<file path="config.mk">
export PLATFORM = sky130hd
export DESIGN_NAME = nec_ir_edge_decoder
export DESIGN_NICKNAME = d
export VERILOG_FILES = /design/src/hdl/nir_pkg.sv /design/src/hdl/nir_gap.sv /design/src/hdl/nir_core.sv /design/src/hdl/nec_ir_edge_decoder.sv
export VERILOG_INCLUDE_DIRS = /design/src /design/src/hdl
export SDC_FILE = /design/constraint.sdc
export NUM_CORES = 1
export LEC_CHECK = 0
export BUFFER_PORTS_ARGS = -buffer_cell sky130_fd_sc_hd__buf_2
export CORE_AREA = 2 2 175 125
export DETAILED_ROUTE_END_ITERATION = 10
export DIE_AREA = 0 0 177 127
export GPL_TIMING_DRIVEN = 0
export HOLD_SLACK_MARGIN = 0.06
export PLACE_DENSITY_LB_ADDON = 0.25
export SYNTH_ARGS = -nofsm -noshare
export SYNTH_HDL_FRONTEND = slang
export SYNTH_SLANG_ARGS = --single-unit
</file>
<file path="constraint.sdc">
create_clock -name aclk -period 12.95 [get_ports aclk]
set_clock_uncertainty 0.2 [all_clocks]
set_input_delay 0 -clock aclk [delete_from_list [all_inputs] [get_ports aclk]]
set_output_delay 0 -clock aclk [all_outputs]
set_load 0.02 [all_outputs]
</file>
<file path="src/hdl/nec_ir_edge_decoder_assert.svh">
// Assertion macros shared by the NEC IR edge decoder modules.
// Each macro expects the signals aclk and aresetn in the including module.
`ifndef NEC_IR_EDGE_DECODER_ASSERT_SVH
`define NEC_IR_EDGE_DECODER_ASSERT_SVH

// The consequent must hold in the same cycle as the antecedent.
`define NIR_ASSERT_SAME(label, ante, cons, msg) \
    label: assert property (@(posedge aclk) disable iff (!aresetn) \
        (ante) |-> (cons)) else $error(msg);

// The consequent must hold in the cycle after the antecedent.
`define NIR_ASSERT_NEXT(label, ante, cons, msg) \
    label: assert property (@(posedge aclk) disable iff (!aresetn) \
        (ante) |=> (cons)) else $error(msg);

`endif

</file>
<file path="src/hdl/nir_pkg.sv">
// Types and timing constants for the NEC IR edge decoder.
// No dependencies; imported by every module of the decoder.
package nir_pkg;

    localparam logic [1:0] KIND_EDGE = 2'd0;
    localparam logic [1:0] KIND_TICK = 2'd1;
    localparam logic [1:0] KIND_READ = 2'd2;

    typedef enum logic [1:0] {
        PH_IDLE  = 2'd0,
        PH_START = 2'd1,
        PH_DATA  = 2'd2
    } phase_t;

    typedef struct packed {
        logic [1:0]  kind;
        logic        level;
        logic [31:0] stamp;
    } in_word_t;

    typedef struct packed {
        logic [31:0] message;
        logic [5:0]  bit_count;
    } out_word_t;

    typedef struct packed {
        logic [15:0] gap;
        logic        rpt_window;
    } gap_info_t;

    // All gaps are in microseconds (stamp ticks halved).
    localparam logic [15:0] GAP_NEW_FRAME = 16'd30000;
    localparam logic [15:0] RPT_LO        = 16'd2000;
    localparam logic [15:0] RPT_HI        = 16'd2500;
    localparam logic [15:0] START_LO      = 16'd4000;
    localparam logic [15:0] START_HI      = 16'd5000;
    localparam logic [15:0] BIT_MIN       = 16'd400;
    localparam logic [15:0] BIT_MAX       = 16'd1880;
    localparam logic [15:0] BIT_BAD_LO    = 16'd800;
    localparam logic [15:0] BIT_BAD_HI    = 16'd1400;
    localparam logic [15:0] BIT_ONE       = 16'd1000;
    localparam logic [15:0] RISE_ABORT    = 16'd11000;
    localparam logic [15:0] MARK_MIN      = 16'd300;
    localparam logic [15:0] MARK_MAX      = 16'd750;
    localparam logic [15:0] TICK_ABORT    = 16'd10000;

    // Repeat window is in raw stamp ticks.
    localparam logic [31:0] REPEAT_WINDOW = 32'd262144;

    localparam logic [5:0]  BITS_FRAME    = 6'd32;
    localparam logic [5:0]  BITS_REPEAT   = 6'd1;

endpackage

</file>
<file path="src/hdl/nir_gap.sv">
// Gap measurement: time since the last edge and the repeat-window test.
// Depends on nir_pkg.
module nir_gap
    import nir_pkg::*;
(
    input  logic [31:0] stamp,
    input  logic [31:0] last_edge_time,
    input  logic [31:0] last_frame_time,
    output gap_info_t   info
);

    logic [31:0] diff;
    logic [31:0] neg_diff;
    logic [31:0] frame_diff;

    assign diff       = stamp - last_edge_time;
    assign neg_diff   = 32'd0 - diff;
    assign frame_diff = stamp - last_frame_time;

    // A negative difference is halved toward zero and keeps its low 16 bits.
    always_comb begin
        if (!diff[31]) begin
            info.gap = (|diff[31:17]) ? 16'hFFFF : diff[16:1];
        end else begin
            info.gap = 16'd0 - neg_diff[16:1];
        end
        info.rpt_window = frame_diff[31] || (frame_diff < REPEAT_WINDOW);
    end

endmodule

</file>
<file path="src/hdl/nir_core.sv">
// Frame decoder state: phase, bit shifter, edge history and held capture.
// Depends on nir_pkg, nir_gap and the assertion macro header.
`include "nec_ir_edge_decoder_assert.svh"

module nir_core
    import nir_pkg::*;
(
    input  logic      aclk,
    input  logic      aresetn,
    input  logic      fire,
    input  in_word_t  word,
    output out_word_t result
);

    phase_t      phase_reg, phase_next;
    logic [5:0]  bits_taken_reg, bits_taken_next;
    logic [31:0] shift_or_time_reg, shift_or_time_next;
    logic [31:0] last_edge_time_reg, last_edge_time_next;
    logic        pin_level_reg, pin_level_next;
    logic [31:0] held_frame_reg, held_frame_next;
    logic [5:0]  held_count_reg, held_count_next;

    gap_info_t   ginfo;
    logic [15:0] gap;
    logic        edge_evt;
    logic        fall;
    logic        rise;
    logic        tick;
    logic        rd;
    logic        new_frame;
    logic        rpt_gap;
    logic        start_gap;
    logic        bit_gap_ok;
    logic        start_ok;
    logic        repeat_hit;
    logic        take_bit;
    logic        last_bit;
    logic [31:0] shift_with_bit;

    nir_gap u_gap (
        .stamp           (word.stamp),
        .last_edge_time  (last_edge_time_reg),
        .last_frame_time (shift_or_time_reg),
        .info            (ginfo)
    );

    assign gap = ginfo.gap;

    // An edge that repeats the current level is dropped without a trace.
    assign edge_evt  = fire && (word.kind == KIND_EDGE) && (word.level != pin_level_reg);
    assign fall      = edge_evt && !word.level;
    assign rise      = edge_evt && word.level;
    assign tick      = fire && (word.kind == KIND_TICK);
    assign rd        = fire && (word.kind == KIND_READ);

    assign new_frame  = (phase_reg == PH_IDLE) || (gap >= GAP_NEW_FRAME);
    assign rpt_gap    = (gap > RPT_LO) && (gap < RPT_HI);
    assign start_gap  = (gap >= START_LO) && (gap <= START_HI);
    assign bit_gap_ok = (gap >= BIT_MIN) && (gap <= BIT_MAX)
                        && !((gap > BIT_BAD_LO) && (gap < BIT_BAD_HI));

    assign start_ok   = fall && !new_frame && (phase_reg == PH_START) && !rpt_gap && start_gap;
    assign repeat_hit = fall && !new_frame && (phase_reg == PH_START) && rpt_gap
                        && ginfo.rpt_window;
    assign take_bit   = fall && !new_frame && (phase_reg == PH_DATA) && bit_gap_ok
                        && (bits_taken_reg < BITS_FRAME);
    assign last_bit   = take_bit && (bits_taken_reg == BITS_FRAME - 6'd1);

    assign shift_with_bit = (gap > BIT_ONE)
                            ? (shift_or_time_reg | (32'h8000_0000 >> bits_taken_reg[4:0]))
                            : shift_or_time_reg;

    always_comb begin
        phase_next = phase_reg;
        priority if (fall) begin
            priority if (new_frame) begin
                phase_next = PH_START;
            end else if (phase_reg == PH_START) begin
                if (!rpt_gap) begin
                    phase_next = start_gap ? PH_DATA : PH_IDLE;
                end
            end else if (phase_reg != PH_DATA) begin
                phase_next = PH_IDLE;
            end else if (!bit_gap_ok) begin
                phase_next = PH_IDLE;
            end else if (last_bit) begin
                phase_next = PH_IDLE;
            end else begin
                phase_next = phase_reg;
            end
        end else if (rise) begin
            if ((gap > RISE_ABORT)
                || ((phase_reg == PH_DATA) && ((gap < MARK_MIN) || (gap > MARK_MAX)))) begin
                phase_next = PH_IDLE;
            end
        end else if (tick) begin
            if ((phase_reg != PH_IDLE) && (gap > TICK_ABORT)) begin
                phase_next = PH_IDLE;
            end
        end else begin
            phase_next = phase_reg;
        end
    end

    always_comb begin
        bits_taken_next     = bits_taken_reg;
        shift_or_time_next  = shift_or_time_reg;
        last_edge_time_next = last_edge_time_reg;
        pin_level_next      = pin_level_reg;
        held_frame_next     = held_frame_reg;
        held_count_next     = held_count_reg;

        if (edge_evt) begin
            last_edge_time_next = word.stamp;
            pin_level_next      = word.level;
        end

        if (fall && new_frame) begin
            bits_taken_next = 6'd0;
        end else if (take_bit) begin
            bits_taken_next = bits_taken_reg + 6'd1;
        end

        // After a completed frame or an accepted repeat the shifter holds its
        // time stamp, which the repeat-window test reads.
        priority if (start_ok) begin
            shift_or_time_next = 32'd0;
        end else if (repeat_hit || last_bit) begin
            shift_or_time_next = word.stamp;
        end else if (take_bit) begin
            shift_or_time_next = shift_with_bit;
        end else begin
            shift_or_time_next = shift_or_time_reg;
        end

        priority if (rd) begin
            held_frame_next = 32'd0;
            held_count_next = 6'd0;
        end else if (last_bit) begin
            held_frame_next = shift_with_bit;
            held_count_next = BITS_FRAME;
        end else if (repeat_hit && (held_count_reg == 6'd0)) begin
            held_frame_next = 32'd1;
            held_count_next = BITS_REPEAT;
        end else begin
            held_frame_next = held_frame_reg;
            held_count_next = held_count_reg;
        end

        result.message   = (held_count_reg == 6'd0) ? 32'd0 : held_frame_reg;
        result.bit_count = held_count_reg;
    end

    always_ff @(posedge aclk) begin
        if (!aresetn) begin
            phase_reg          <= PH_IDLE;
            bits_taken_reg     <= 6'd0;
            shift_or_time_reg  <= 32'd0;
            last_edge_time_reg <= 32'd0;
            pin_level_reg      <= 1'b1;
            held_frame_reg     <= 32'd0;
            held_count_reg     <= 6'd0;
        end else begin
            phase_reg          <= phase_next;
            bits_taken_reg     <= bits_taken_next;
            shift_or_time_reg  <= shift_or_time_next;
            last_edge_time_reg <= last_edge_time_next;
            pin_level_reg      <= pin_level_next;
            held_frame_reg     <= held_frame_next;
            held_count_reg     <= held_count_next;
        end
    end

    `NIR_ASSERT_SAME(a_data_count_in_range, phase_reg == PH_DATA,
        bits_taken_reg < BITS_FRAME, "bit counter overran the frame while collecting")
    `NIR_ASSERT_SAME(a_empty_capture_clear, held_count_reg == 6'd0,
        held_frame_reg == 32'd0, "held frame is nonzero with no capture held")
    `NIR_ASSERT_NEXT(a_last_bit_holds_frame, last_bit,
        (held_count_reg == BITS_FRAME) && (phase_reg == PH_IDLE),
        "completed frame was not captured")

endmodule

</file>
<file path="src/hdl/nec_ir_edge_decoder.sv">
// Top level of the NEC IR edge decoder: input register, decoder core, result register.
// Depends on nir_pkg, nir_core and the assertion macro header.
//
//   channel   direction   handshake            payload
//   s_        in          s_valid / s_ready    s_data  (in_word_t: kind, level, stamp)
//   m_        out         m_valid / m_ready    m_data  (out_word_t: message, bit_count)
//
// Every word is registered in the input register and decoded from there;
// a read word's result is loaded into the result register at the edge that decodes it.
// One word per cycle is sustained while no read word waits on an untaken result.
// A read word waits in the input register only while an earlier result is still untaken.
// Reset is synchronous and active low; it returns the decoder to idle with the line high.
`include "nec_ir_edge_decoder_assert.svh"

module nec_ir_edge_decoder
    import nir_pkg::*;
(
    input  logic      aclk,
    input  logic      aresetn,
    input  logic      s_valid,
    output logic      s_ready,
    input  in_word_t  s_data,
    output logic      m_valid,
    input  logic      m_ready,
    output out_word_t m_data
);

    logic      in_valid_reg, in_valid_next;
    in_word_t  in_word_reg;
    logic      m_valid_reg, m_valid_next;
    out_word_t m_data_reg;
    out_word_t core_result;
    logic      out_free;
    logic      is_read;
    logic      fire;
    logic      take_in;

    assign out_free = !m_valid_reg || m_ready;
    assign is_read  = (in_word_reg.kind == KIND_READ);
    assign fire     = in_valid_reg && (!is_read || out_free);
    assign s_ready  = !in_valid_reg || fire;
    assign take_in  = s_valid && s_ready;

    nir_core u_core (
        .aclk    (aclk),
        .aresetn (aresetn),
        .fire    (fire),
        .word    (in_word_reg),
        .result  (core_result)
    );

    always_comb begin
        in_valid_next = in_valid_reg;
        if (take_in) begin
            in_valid_next = 1'b1;
        end else if (fire) begin
            in_valid_next = 1'b0;
        end

        m_valid_next = m_valid_reg;
        if (fire && is_read) begin
            m_valid_next = 1'b1;
        end else if (m_ready) begin
            m_valid_next = 1'b0;
        end
    end

    always_ff @(posedge aclk) begin
        if (!aresetn) begin
            in_valid_reg <= 1'b0;
            m_valid_reg  <= 1'b0;
        end else begin
            in_valid_reg <= in_valid_next;
            m_valid_reg  <= m_valid_next;
        end
    end

    always_ff @(posedge aclk) begin
        if (take_in) begin
            in_word_reg <= s_data;
        end
        if (fire && is_read) begin
            m_data_reg <= core_result;
        end
    end

    assign m_valid = m_valid_reg;
    assign m_data  = m_data_reg;

    `NIR_ASSERT_NEXT(a_read_gives_result, fire && is_read, m_valid_reg,
        "read word did not produce a result")
    `NIR_ASSERT_SAME(a_read_never_overwrites, fire && is_read, out_free,
        "read decoded while an untaken result was pending")
    `NIR_ASSERT_SAME(a_count_legal, m_valid_reg,
        (m_data_reg.bit_count == 6'd0) || (m_data_reg.bit_count == BITS_REPEAT)
        || (m_data_reg.bit_count == BITS_FRAME), "result bit count is not 0, 1 or 32")
    `NIR_ASSERT_SAME(a_empty_result_zero, m_valid_reg && (m_data_reg.bit_count == 6'd0),
        m_data_reg.message == 32'd0, "empty result carries a nonzero message")

endmodule
</file>
# ---- Word level (Yosys, flattened, before mapping)
# Cells that the tools add are included.
dict set report totals {
  ram_bits 0
  latchBits 0
  inputBits 39
  mem_bits_ro 0
  mem_count 0
  wordCells 132
  out_inout_bits 40
  ff_bits 178
}
dict set report classes {
  div_mod_pow 0
  magnitude_cmp 16
  bitwise_logic 2
  shifts 1
  multipliers 0
  n_reduce_logical 58
  n_eq_ne 10
  n_mux 25
  n_addsub 5
}
# operator count
set ops {}
lappend ops {{two-way mux 32 bit} 5}
lappend ops {{subtractor 32 bit} 2}
lappend ops {{> comparator 16 x 10 -> 1 bit, second input constant} 3}
lappend ops {{> comparator 16 x 14 -> 1 bit, second input constant} 2}
lappend ops {{< comparator 32 x 19 -> 1 bit, second input constant} 1}
lappend ops {{two-way mux 16 bit} 2}
lappend ops {{bitwise OR 32 bit} 1}
lappend ops {{>> shifter 32 x 5 -> 32 bit, first input constant} 1}
lappend ops {{logical AND 1 bit} 27}
lappend ops {{two-way mux 2 bit} 12}
lappend ops {{subtractor 1 x 17 -> 17 bit, first input constant} 1}
lappend ops {{>= comparator 16 x 12 -> 1 bit, second input constant} 1}
lappend ops {{>= comparator 16 x 15 -> 1 bit, second input constant} 1}
lappend ops {{>= comparator 16 x 9 -> 1 bit, second input constant} 1}
lappend ops {{> comparator 16 x 11 -> 1 bit, second input constant} 1}
lappend ops {{<= comparator 16 x 11 -> 1 bit, second input constant} 1}
lappend ops {{<= comparator 16 x 13 -> 1 bit, second input constant} 1}
lappend ops {{< comparator 16 x 11 -> 1 bit, second input constant} 1}
lappend ops {{< comparator 16 x 12 -> 1 bit, second input constant} 1}
lappend ops {{< comparator 16 x 9 -> 1 bit, second input constant} 1}
lappend ops {{subtractor 1 x 16 -> 16 bit, first input constant} 1}
lappend ops {{OR reduction 15 bit} 1}
lappend ops {{two-way mux 6 bit} 2}
lappend ops {{nonzero test 2 bit} 5}
lappend ops {{20 further kinds} 42}

# ---- Longest topological paths before layout
dict set report logic_depth {
  ltp_word 18
  ltp_mapped 23
  ltp_nobuf 20
}

# ---- Modules after synthesis
# Synthesis repeated with hierarchy kept, for this count alone.
dict set report unflattened {
  hier_cells 1304
  hier_area_um2 11654.9
}
# module cells_per_inst seq_area_each_um2 area_per_inst_um2 instances
set by_module_without_submodules {}
lappend by_module_without_submodules {nir_core 631 2142.1 5367.6 1}
lappend by_module_without_submodules {nir_gap 587 0.0 3983.8 1}
lappend by_module_without_submodules {nec_ir_edge_decoder 86 2232.1 2303.5 1}

# ---- Worst setup path before layout
# Ideal clock, no wire load.
dict set report synth_path {
  path_kind {reg2reg}
  startpoint {register in_word_reg[0] (netlist bit)}
  endpoint {register u_core.shift_or_time_reg[10]}
  required_ns 12.626
  setup_slack_ns 7.812
  t_arrival_ns 4.814
  setup_ns 0.124
  n_path_buf 3
  path_stages_with_launch 22
  synth_period_minus_slack_ns 5.138
  cell_sequence {edfxtp_1 -> inv_1 -> ha_1 -> inv_1 -> fa_1 -> a21o_1 -> a211oi_2 -> nor2_1 -> buf_2 -> nor3_2 -> nand2_1 -> or4_1 -> or2_0 -> and4_1 -> o21a_1 -> a2111oi_4 -> a21oi_1 -> o2111a_1 -> buf_4 -> buf_4 -> o31ai_1 -> a21oi_1}
}
dict set report synth_via {
  elab_chain_len 14
  word_cells_on_any_way 44
  cone_classes {4 x add/sub; 11 x order compare; 5 x mux; 24 x reduce/logical}
}
# item line
set synth_lines {}
lappend synth_lines {{from (decl)} nec_ir_edge_decoder.sv:29} ;# in_word_t in_word_reg;
lappend synth_lines {{from (signal assigned)} nec_ir_edge_decoder.sv:80} ;# in_word_reg <= s_data;
lappend synth_lines {{subtractor 32 bit} nir_gap.sv:16} ;# assign diff = stamp - last_edge_time;
lappend synth_lines {{subtractor 1 x 17 -> 17 bit or OR reduction 15 bit (tied branches)} {nir_gap.sv:17, nir_gap.sv:23}}
lappend synth_lines {{subtractor 1 x 16 -> 16 bit or two-way mux 16 bit (tied branches)} {nir_gap.sv:25, nir_gap.sv:23}}
lappend synth_lines {{two-way mux 16 bit} nir_gap.sv:22} ;# if (!diff[31]) begin
lappend synth_lines {{>= comparator 16 x 15 -> 1 bit} nir_core.sv:56} ;# assign new_frame = (phase_reg == PH_IDLE) || (gap >= GAP_NEW_FRAME);
lappend synth_lines {{logical OR 1 bit} nir_core.sv:56}
lappend synth_lines {{zero test 1 bit} {nir_core.sv:62, nir_core.sv:63, nir_core.sv:65}}
lappend synth_lines {{logical AND 1 bit} {nir_core.sv:62, nir_core.sv:63, nir_core.sv:65}}
lappend synth_lines {{logical AND 1 bit (2 in series)} nir_core.sv:65} ;# assign take_bit = fall && !new_frame && (phase_reg == PH_DATA) && bit_gap_ok
lappend synth_lines {{logical AND 1 bit} nir_core.sv:66} ;# && (bits_taken_reg < BITS_FRAME);
lappend synth_lines {{logical AND 1 bit} nir_core.sv:67} ;# assign last_bit = take_bit && (bits_taken_reg == BITS_FRAME - 6'd1);
lappend synth_lines {{logical OR 1 bit} nir_core.sv:128} ;# end else if (repeat_hit || last_bit) begin
lappend synth_lines {{two-way mux 32 bit or nonzero test 2 bit (tied branches)} --}
lappend synth_lines {{to (signal assigned)} nir_core.sv:166} ;# shift_or_time_reg <= shift_or_time_next;
lappend synth_lines {{to (decl)} nir_core.sv:17} ;# logic [31:0] shift_or_time_reg, shift_or_time_next;
# Several ways; a longest one is shown, not always the timed one. The select of a mux whose other input is x is not followed.
# A chain may end at the register's enable or synchronous reset.

# ---- Worst setup path after layout
dict set report layout_path {
  startpoint {register in_word_reg[0] (netlist bit)}
  endpoint {register u_core.shift_or_time_reg[4]}
}
# Same word-level chain as after synthesis.

==> metrics.txt <==
status=complete, no violations; area of the multi-input gates=8330 um^2; Setup crit end kind=register; top cell family by delay on the critical path=compound AO/OA/AOI/OAI gates; largest net degree at the start of global routing=36; Routed WL=46.3 mm; Placeable Area=20600 um^2; post-DR vias/cell=6.82; slowest stage delay, CP=0.82 ns; CP Data Required Time=13.11 ns; main combinational cell family by area after synthesis=compound AO/OA/AOI/OAI gates; IO Pins=79; ys async rst share=0%; number of buffers and inverters on the critical path=3; Total GRT Usage=40.7%; Area growth syn-to-layout=13.7%; DRC=0; adder-cell share of the synthesized area=6.62%; count of pins over their slew limit=0; WL/cell=22.2 um; Synth Area in Compound Gates=28.4%; vias in the first global route=13237; worst slew margin relative to its limit=16.1%; Initial Utilization=64.7%; Yosys reg bits=178; layout cells sized above 1=10.6%; register area share after synthesis=31.9%; CTS tree=done; Setup-failing EPs final=0; clock tree root driver cell=clkbuf_16; DIE HEIGHT=127 um; drt pass-1 iters=6; clk buf depth=2; Filler cells=1558; die area=22500 um^2; Via Count=14220; Iteration-0 DRC Markers=2053; Synth Area in XOR/XNOR=2.88%; initial antenna violation count=0; worst min path class=in -> reg; total power per unit cell area=97.0 nW/um^2; final period utilization=55.1%; RSZ-0062 raised after global routing=no; Min Hold Slack=0.0609 ns; Unique masters post-synth=101; worst path arrival time=7.29 ns; crit-path cells=inv_1 > ha_1 > inv_1 > fa_1 > a21o_1 > a221o_1 > xnor2_1 > o21ai_0 > o21ai_0 > a211oi_1 > o211ai_1 > mux2i_1 > a21oi_1 > a21oi_1 > and4_1 > o211ai_1 > clkbuf_1 > nand3_1 > a21oi_1; simple-gate share of the synthesized area=23.5%; clock sink count=178; Cell Area, Synth=13300 um^2; number of flip-flops in the largest register=35; global-route wire length before repair=71.0 mm; cell mode on critical path=a21oi_1; Worst-Margin Slew=1.25 ns; die width=177 um; TritonCTS Buffers=17; Rows=44; gr ovfl total=0; Max Fclk=0.140 GHz; clk slew on worst S/H paths=0.08 ns; Hold Fails Final Rpt=0; PortBufs=74; Setup TNS=0 ns; later-pin clock latency in the skew report=0.45 ns; ys flop type=dfxtp_1; Max stage delay cell, worst path=xnor2_1; EDFF count, synth=69; final-stage net count=1903; Crit Path Max Fanout=10; startpoint types=register; Post-CTS Setup Inserts=0; Mapped Cells=1649; maximum vdd drop=0.000130 V; P_leak=5.28 nW; Period minus WS final=7.13 ns; Yosys warnings=0; hpwl dp=33.9 mm; Reg area=4250 um^2; Max-cap violations=0; mux contribution to synthesized area=0.834%; GPL Wtd Cong=1.05; Avg Synthesized Cell Area=8.10 um^2; critical path class=reg -> reg; H-tree depth=4; post-route ant nets=0
[power breakdown]
group | internal (W) | leakage (nW) | switching (W)
Sequential | 0.000592 | 1.48 | 0.0000145
Clock | 0.000286 | 0.293 | 0.000241
Combinational | 0.000119 | 3.51 | 0.000220
Total | 0.000997 | 5.28 | 0.000476
[final cells by class]
class	count	share of cell area (%)
Multi-Input combinational cell	1295	54.9
Sequential cell	178	28.0
Timing Repair Buffer	123	5.74
Buffer	95	3.11
Clock buffer	20	3.08
Tap cell	276	2.27
Inverter	84	2.08
Clock inverter	12	0.799
Antenna cell	1	0.0165
[worst paths after layout]
kind,start,slack [ns],cells after the start,endpoint
worst max-delay path,in_word_reg[0],5.82,19,u_core.shift_or_time_reg[4]
worst min-delay path,s_data[27],0.06,2,in_word_reg[27]
worst max register to register,in_word_reg[0],5.82,19,u_core.shift_or_time_reg[4]
worst min register to register,u_core.held_count_reg[5],0.26,0,m_data[5]
[routing by layer]
layer  share of wire [%]  wire length, um  global-route usage, %  up-vias
met5                   0                0                      0        -
met4                 2.7             1260                   12.6        0
met3                  15             6800                   13.9      123
met2                  42            19400                   60.5     1029
met1                  41            18800                   55.8     6679
li1                    -                -                      -     6389
[Yosys cell counts, drive strengths merged, types with 23 or more instances]
cell type	count	area share, %
o21ai	125	4.8
nand2	199	5.6
nor2	71	2.1
nor3	33	1.4
dfxtp	109	16
buf	42	2.0
clkbuf	53	1.5
nand3b	35	2.0
nor2b	49	2.3
edfxtp	69	16
a21boi	45	2.6
nand3	89	3.3
a21o	23	1.3
a21oi	154	6.0
xnor2	30	2.0
inv	84	2.4
ha	69	6.5
o31ai	41	2.3
[cells by family (layout without fill, tap and decap cells)]
kind of cell,count (synthesis),count (layout)
AOI/OAI and AO/OA,562,562
xor gates and xnor gates,43,43
adders and majority gates,70,70
buffers and inverters,179,334
DFF,178,178
muxes,11,11
other,1,5
and+or+nand+nor,605,605
[layout by cell type (no fill, tap or decap), types with 69 or more instances in the layout]
| master | instances |
|---|---|
| dfxtp_1 | 109 |
| edfxtp_1 | 69 |
| ha_1 | 69 |
| nand3_1 | 89 |
| a21oi_1 | 149 |
| nor2_1 | 69 |
| buf_2 | 93 |
| nand2_1 | 199 |
| inv_1 | 84 |
| o21ai_0 | 117 |
[repair_timing]
item	4_1_cts	5_1_grt
endpoints found under the hold margin	86	0
gates resized for setup	0	0
hold buffers	48	0
[stage by stage]
| step | cells | setup WS [ns] | instance area, um^2 | total power [W] | utilization [%] |
|---|---|---|---|---|---|
| 2_1_floorplan | 1652 | 7.81 | 13400 | 0.000840 | - |
| 3_3_place_gp | 2002 | 6.42 | 14100 | 0.000923 | 68.2 |
| 3_5_place_dp | 2003 | 6.40 | 14100 | 0.000928 | 68.4 |
| 4_1_cts | 2083 | 6.31 | 15200 | 0.00145 | 73.5 |
| 5_1_grt | 2083 | 5.72 | 15200 | 0.00151 | 73.5 |
| 6_report | 2084 | 5.82 | 15200 | 0.00147 | 73.5 |
(Power assumes the default switching activity.)
